==> src/sv/lcd_shadow_diff_refresh_macros.svh <==
// Assertion macros shared by the refresh block.
`ifndef LCD_SHADOW_DIFF_REFRESH_MACROS_SVH
`define LCD_SHADOW_DIFF_REFRESH_MACROS_SVH

// Same-cycle implication, checked outside reset.
`define LCDSD_ASSERT_NOW(label, clk, rst_n, ante, cons, msg) \
    label: assert property (@(posedge clk) disable iff (!(rst_n)) (ante) |-> (cons)) \
        else $error(msg);

// Next-cycle implication, checked outside reset.
`define LCDSD_ASSERT_NEXT(label, clk, rst_n, ante, cons, msg) \
    label: assert property (@(posedge clk) disable iff (!(rst_n)) (ante) |=> (cons)) \
        else $error(msg);

`endif

==> src/sv/lcdsd_rem.sv <==
`default_nettype none

// Bit-serial restoring remainder: one dividend bit per cycle.
module lcdsd_rem (
    input  wire logic       i_clk,
    input  wire logic       i_rst_n,
    input  wire logic       i_start,
    input  wire logic [8:0] i_dividend,
    input  wire logic [7:0] i_divisor,
    output logic            o_done,
    output logic      [7:0] o_rem
);

    localparam logic [3:0] LAST_STEP = 4'd8;

    logic       r_busy;
    logic       r_done;
    logic [3:0] r_cnt;
    logic [8:0] r_num;
    logic [7:0] r_rem;
    logic [7:0] r_div;
    logic [8:0] trial;
    logic [8:0] n_part;

    always_comb begin
        trial = {r_rem, r_num[8]};
        if (trial >= {1'b0, r_div}) begin
            n_part = trial - {1'b0, r_div};
        end else begin
            n_part = trial;
        end
    end

    always_ff @(posedge i_clk) begin
        if (!i_rst_n) begin
            r_busy <= 1'b0;
            r_done <= 1'b0;
            r_cnt  <= '0;
        end else begin
            r_done <= 1'b0;
            if (i_start) begin
                r_busy <= 1'b1;
                r_cnt  <= '0;
                r_num  <= i_dividend;
                r_rem  <= '0;
                r_div  <= i_divisor;
            end else if (r_busy) begin
                // The partial remainder stays below the divisor, so 8 bits hold it.
                r_rem <= n_part[7:0];
                r_num <= {r_num[7:0], 1'b0};
                r_cnt <= r_cnt + 4'd1;
                if (r_cnt == LAST_STEP) begin
                    r_busy <= 1'b0;
                    r_done <= 1'b1;
                end
            end
        end
    end

    assign o_done = r_done;
    assign o_rem  = r_rem;

endmodule

`default_nettype wire
==> config.mk <==
export PLATFORM = sky130hd
export DESIGN_NAME = lcdsd_rem
export DESIGN_NICKNAME = d
export VERILOG_FILES = /design/src/sv/lcd_shadow_diff_refresh_macros.svh /design/src/sv/lcdsd_rem.sv
export SDC_FILE = /design/constraint.sdc
export NUM_CORES = 1
export LEC_CHECK = 0
export BUFFER_PORTS_ARGS = -buffer_cell sky130_fd_sc_hd__buf_2
export CELL_PAD_IN_SITES_DETAIL_PLACEMENT = 1
export CELL_PAD_IN_SITES_GLOBAL_PLACEMENT = 1
export CORE_MARGIN = 3
export CORE_UTILIZATION = 44
export DETAILED_ROUTE_END_ITERATION = 6
export PLACE_DENSITY = 0.88
export SLEW_MARGIN = 5
export SYNTH_ARGS = -nofsm -noshare
export SYNTH_HDL_FRONTEND = slang
export SYNTH_SLANG_ARGS = --single-unit
==> constraint.sdc <==
create_clock -name i_clk -period 2.91 [get_ports i_clk]
set_clock_uncertainty 0.2 [all_clocks]
set_input_delay 0.291 -clock i_clk [delete_from_list [all_inputs] [get_ports i_clk]]
set_output_delay 0.291 -clock i_clk [all_outputs]
set_load 0.02 [all_outputs]
==> summary.md <==
| Metric | Value |
|---|---|
| Status | finished, final reports clean |
| Grt ovf | 0 |
| Post-Syn Instances | 143 |
| Endpoint class of the critical path | flip-flop |
| Combinational power share | 0.243 |
| #FFs+latches synth | 31 |
| Drc violations | 0 |
| Top-count cell post-synth | edfxtp_1 |
| Initial DRT Pass Iterations | 4 |
| Startpoint Class | flip-flop |
| Fmax | 394 MHz |
| Synth top area cells | edfxtp_1 (44%), ha_1 (7.3%), dfxtp_1 (7.0%), mux2_2 (5.3%), inv_1 (2.6%) |
| Initial antenna violation count | 0 |
| Starting Density | 0.463 |
| Syn Area/Cell | 11.9 um2 |
| R2r setup slk | 0.37 ns |
| Final GP Congestion | 0.874 |
| Worst hold path type | in2reg |
| Util after Layout | 0.557 |
| Main flop type after synthesis | edfxtp_1 |
| Max-slew violation count | 0 |
| Area post-placement | 1900 um2 |
| Pwr/cell area | 544 nW/um2 |
| GRT Total Usage | 0.199 |
| Core Footprint | 3690 um2 |
| Tcrit/Tclk final | 0.872 |
| CTS Buf Count | 5 |
| WL final | 4050 um |
| Largest fanout on the critical path | 7 |
| Seq/Total Area, Yosys | 0.510 |
| H-tree depth | 2 |
| Setup TNS | 0 ns |
| Vias | 1294 |
| Seq pwr share | 0.481 |
| Max-capacitance violation count | 0 |
| IO Port Bufs | 28 |
| Worst path arrival time | 2.36 ns |
| Slew @ Worst Pin | 0.800 ns |
| Global-route wire length before repair | 6710 um |
| Tmin final | 2.54 ns |
| Post-CTS setup buffers | 0 |
| Total Nets Final | 214 |
| FFs w/ async S/R, synth | 0 |
| Synth top area share | 0.440 |
| Dpl hpwl | 3000 um |
| Non-filler cells, final | 232 |
| Die area | 4660 um2 |
| Synth-to-Final Area Change | 20.5% |
| Mapped Nets | 174 |
| DRT iter0 DRCs | 58 |
| Slew HR | 0.467 |
| CTS Root Cell | clkbuf_8 |
| Synth area leader | edfxtp_1 |
| Layout cells sized above 1 | 0.272 |
| Row count | 22 |
| ANT cells | 0 |
| Finished Cell Area | 2060 um2 |
| Vias per cell | 5.58 |
| IO Pins | 29 |
| WL per Instance | 17.5 um |
| Clk pwr share | 0.276 |
| Clock tree from TritonCTS | built |
| Mapped cell area | 1710 um2 |
| Internal power | 0.796 mW |
| P_leak | 0.808 nW |
| DIE WIDTH | 68.3 um |
| Post-synth top cells | edfxtp_1 (25), inv_1 (12), ha_1 (10) |
| Largest net degree at the start of global routing | 21 |
| Psw | 0.321 mW |
| Post-synth EDFFs | 25 |
| Setup-failing EPs final | 0 |
| Critical Path RT | 2.73 ns |
| Yosys warnings | 0 |
| Peak VDD IR | 0.000375 V |
| Sink Count | 31 |
| Fin. Hold Viols | 0 |
| Switching part of the total | 0.288 |
| RSZ-0062 raised after global routing | no |
| Final ANT Viol Nets | 0 |
| Number of global-route vias before repair | 1389 |
| Clock slew at reported path FFs | 0.06 ns |
| Chip height | 68.3 um |
| Critical path type | reg2reg |
| Cell variety after synth | 46 |
| Clock Tree Buf Depth | 2 |
| Placed instance count | 216 |
| Clk Latency, worst-skew pair | 0.28 ns |
==> state kept, by name, indices dropped and copies added, names as in the netlist <==
register,cells
o_rem,8
r_cnt,4
r_div,8
r_num,9
o_done,1
r_busy,1
==> power by group through the flow <==
stage	Clock (mW)	Sequential [mW]	Combinational [mW]
after floorplan	0	0.552	0.176
after CTS	0.315	0.537	0.272
after global placement	0	0.544	0.244
final	0.308	0.537	0.272
after detailed placement	0	0.547	0.261
after global routing	0.337	0.540	0.302
==> stage by stage <==
stage	setup WS, ns	power [mW]	hold slack (ns)
3_5_place_dp	0.526	0.807	0.270
2_1_floorplan	0.677	0.728	0.190
4_1_cts	0.500	1.12	0.106
6_report	0.372	1.12	0.111
5_1_grt	0.242	1.18	0.113
3_3_place_gp	0.620	0.788	0.267
==> cells by family after synthesis <==
| kind of cell | Yosys count | synth area share |
|---|---|---|
| simple gates | 37 | 0.121 |
| buf+inv | 15 | 0.0330 |
| xor+xnor | 4 | 0.0205 |
| mux | 9 | 0.0587 |
| fa+ha+maj | 11 | 0.0850 |
| flops | 31 | 0.510 |
| compound gates | 36 | 0.172 |
==> layout by cell type, fill, tap and decap left out, types with 2 or more instances in the layout <==
| cell type | synthesis | layout |
|---|---|---|
| buf_2 | 0 | 28 |
| nand3_1 | 6 | 6 |
| inv_1 | 12 | 12 |
| dfxtp_1 | 6 | 6 |
| nor2_1 | 5 | 5 |
| nor3_1 | 4 | 4 |
| nand2b_1 | 2 | 2 |
| dlygate4sd3_1 | 0 | 8 |
| a211oi_1 | 2 | 2 |
| o21a_1 | 3 | 3 |
| xnor2_1 | 2 | 2 |
| o21ai_0 | 6 | 6 |
| and2_1 | 3 | 3 |
| clkbuf_8 | 0 | 5 |
| clkinv_1 | 0 | 2 |
| nand2_1 | 4 | 4 |
| xor2_1 | 2 | 2 |
| mux2_2 | 8 | 8 |
| nor2b_1 | 5 | 5 |
| a21oi_1 | 8 | 8 |
| ha_1 | 10 | 10 |
| edfxtp_1 | 25 | 25 |
==> routing by layer <==
layer / track usage / share of wire / vias up
li1: - / - / 619
met1: 0.246 / 0.43 / 625
met2: 0.336 / 0.50 / 37
met3: 0.0361 / 0.038 / 13
met4: 0.0918 / 0.026 / 0
met5: 0 / 0 / -
==> critical path, stage by stage, from the launching register on <==
cell	delay, ns
edfxtp_1	0.44
ha_1	0.41
a21o_1	0.25
a2111oi_0	0.54
and2_0	0.21
o32a_1	0.17
nor3_2	0.04
==> path summary, 6_finish.rpt <==
kind	startpoint	depth (start not counted)	to
setup / recovery	o_rem[5]$_SDFFCE_PP0P_	6	o_rem[7]$_SDFFCE_PP0P_
setup reg to reg	o_rem[5]$_SDFFCE_PP0P_	6	o_rem[7]$_SDFFCE_PP0P_
hold reg to reg	r_cnt[3]$_SDFFE_PP0P_	2	o_done$_SDFF_PP0_
hold / removal	i_dividend[5]	2	r_num[5]$_DFFE_PP_
==> timing repair <==
item | CTS | global route
hold buffers | 8 | 0
endpoints found under the hold margin | 8 | 0
gates resized for setup | 0 | 0
==> final cells by class <==
cell class | instances | area (um2)
Multi-Input combinational cell | 97 | 779
Tap cell | 48 | 60.1
Clock inverter | 2 | 7.51
Inverter | 12 | 45.0
Timing Repair Buffer | 36 | 220
Fill cell | 420 | 1630
Sequential cell | 31 | 871
Clock buffer | 6 | 72.6
Power figures use the tool's default switching activity.
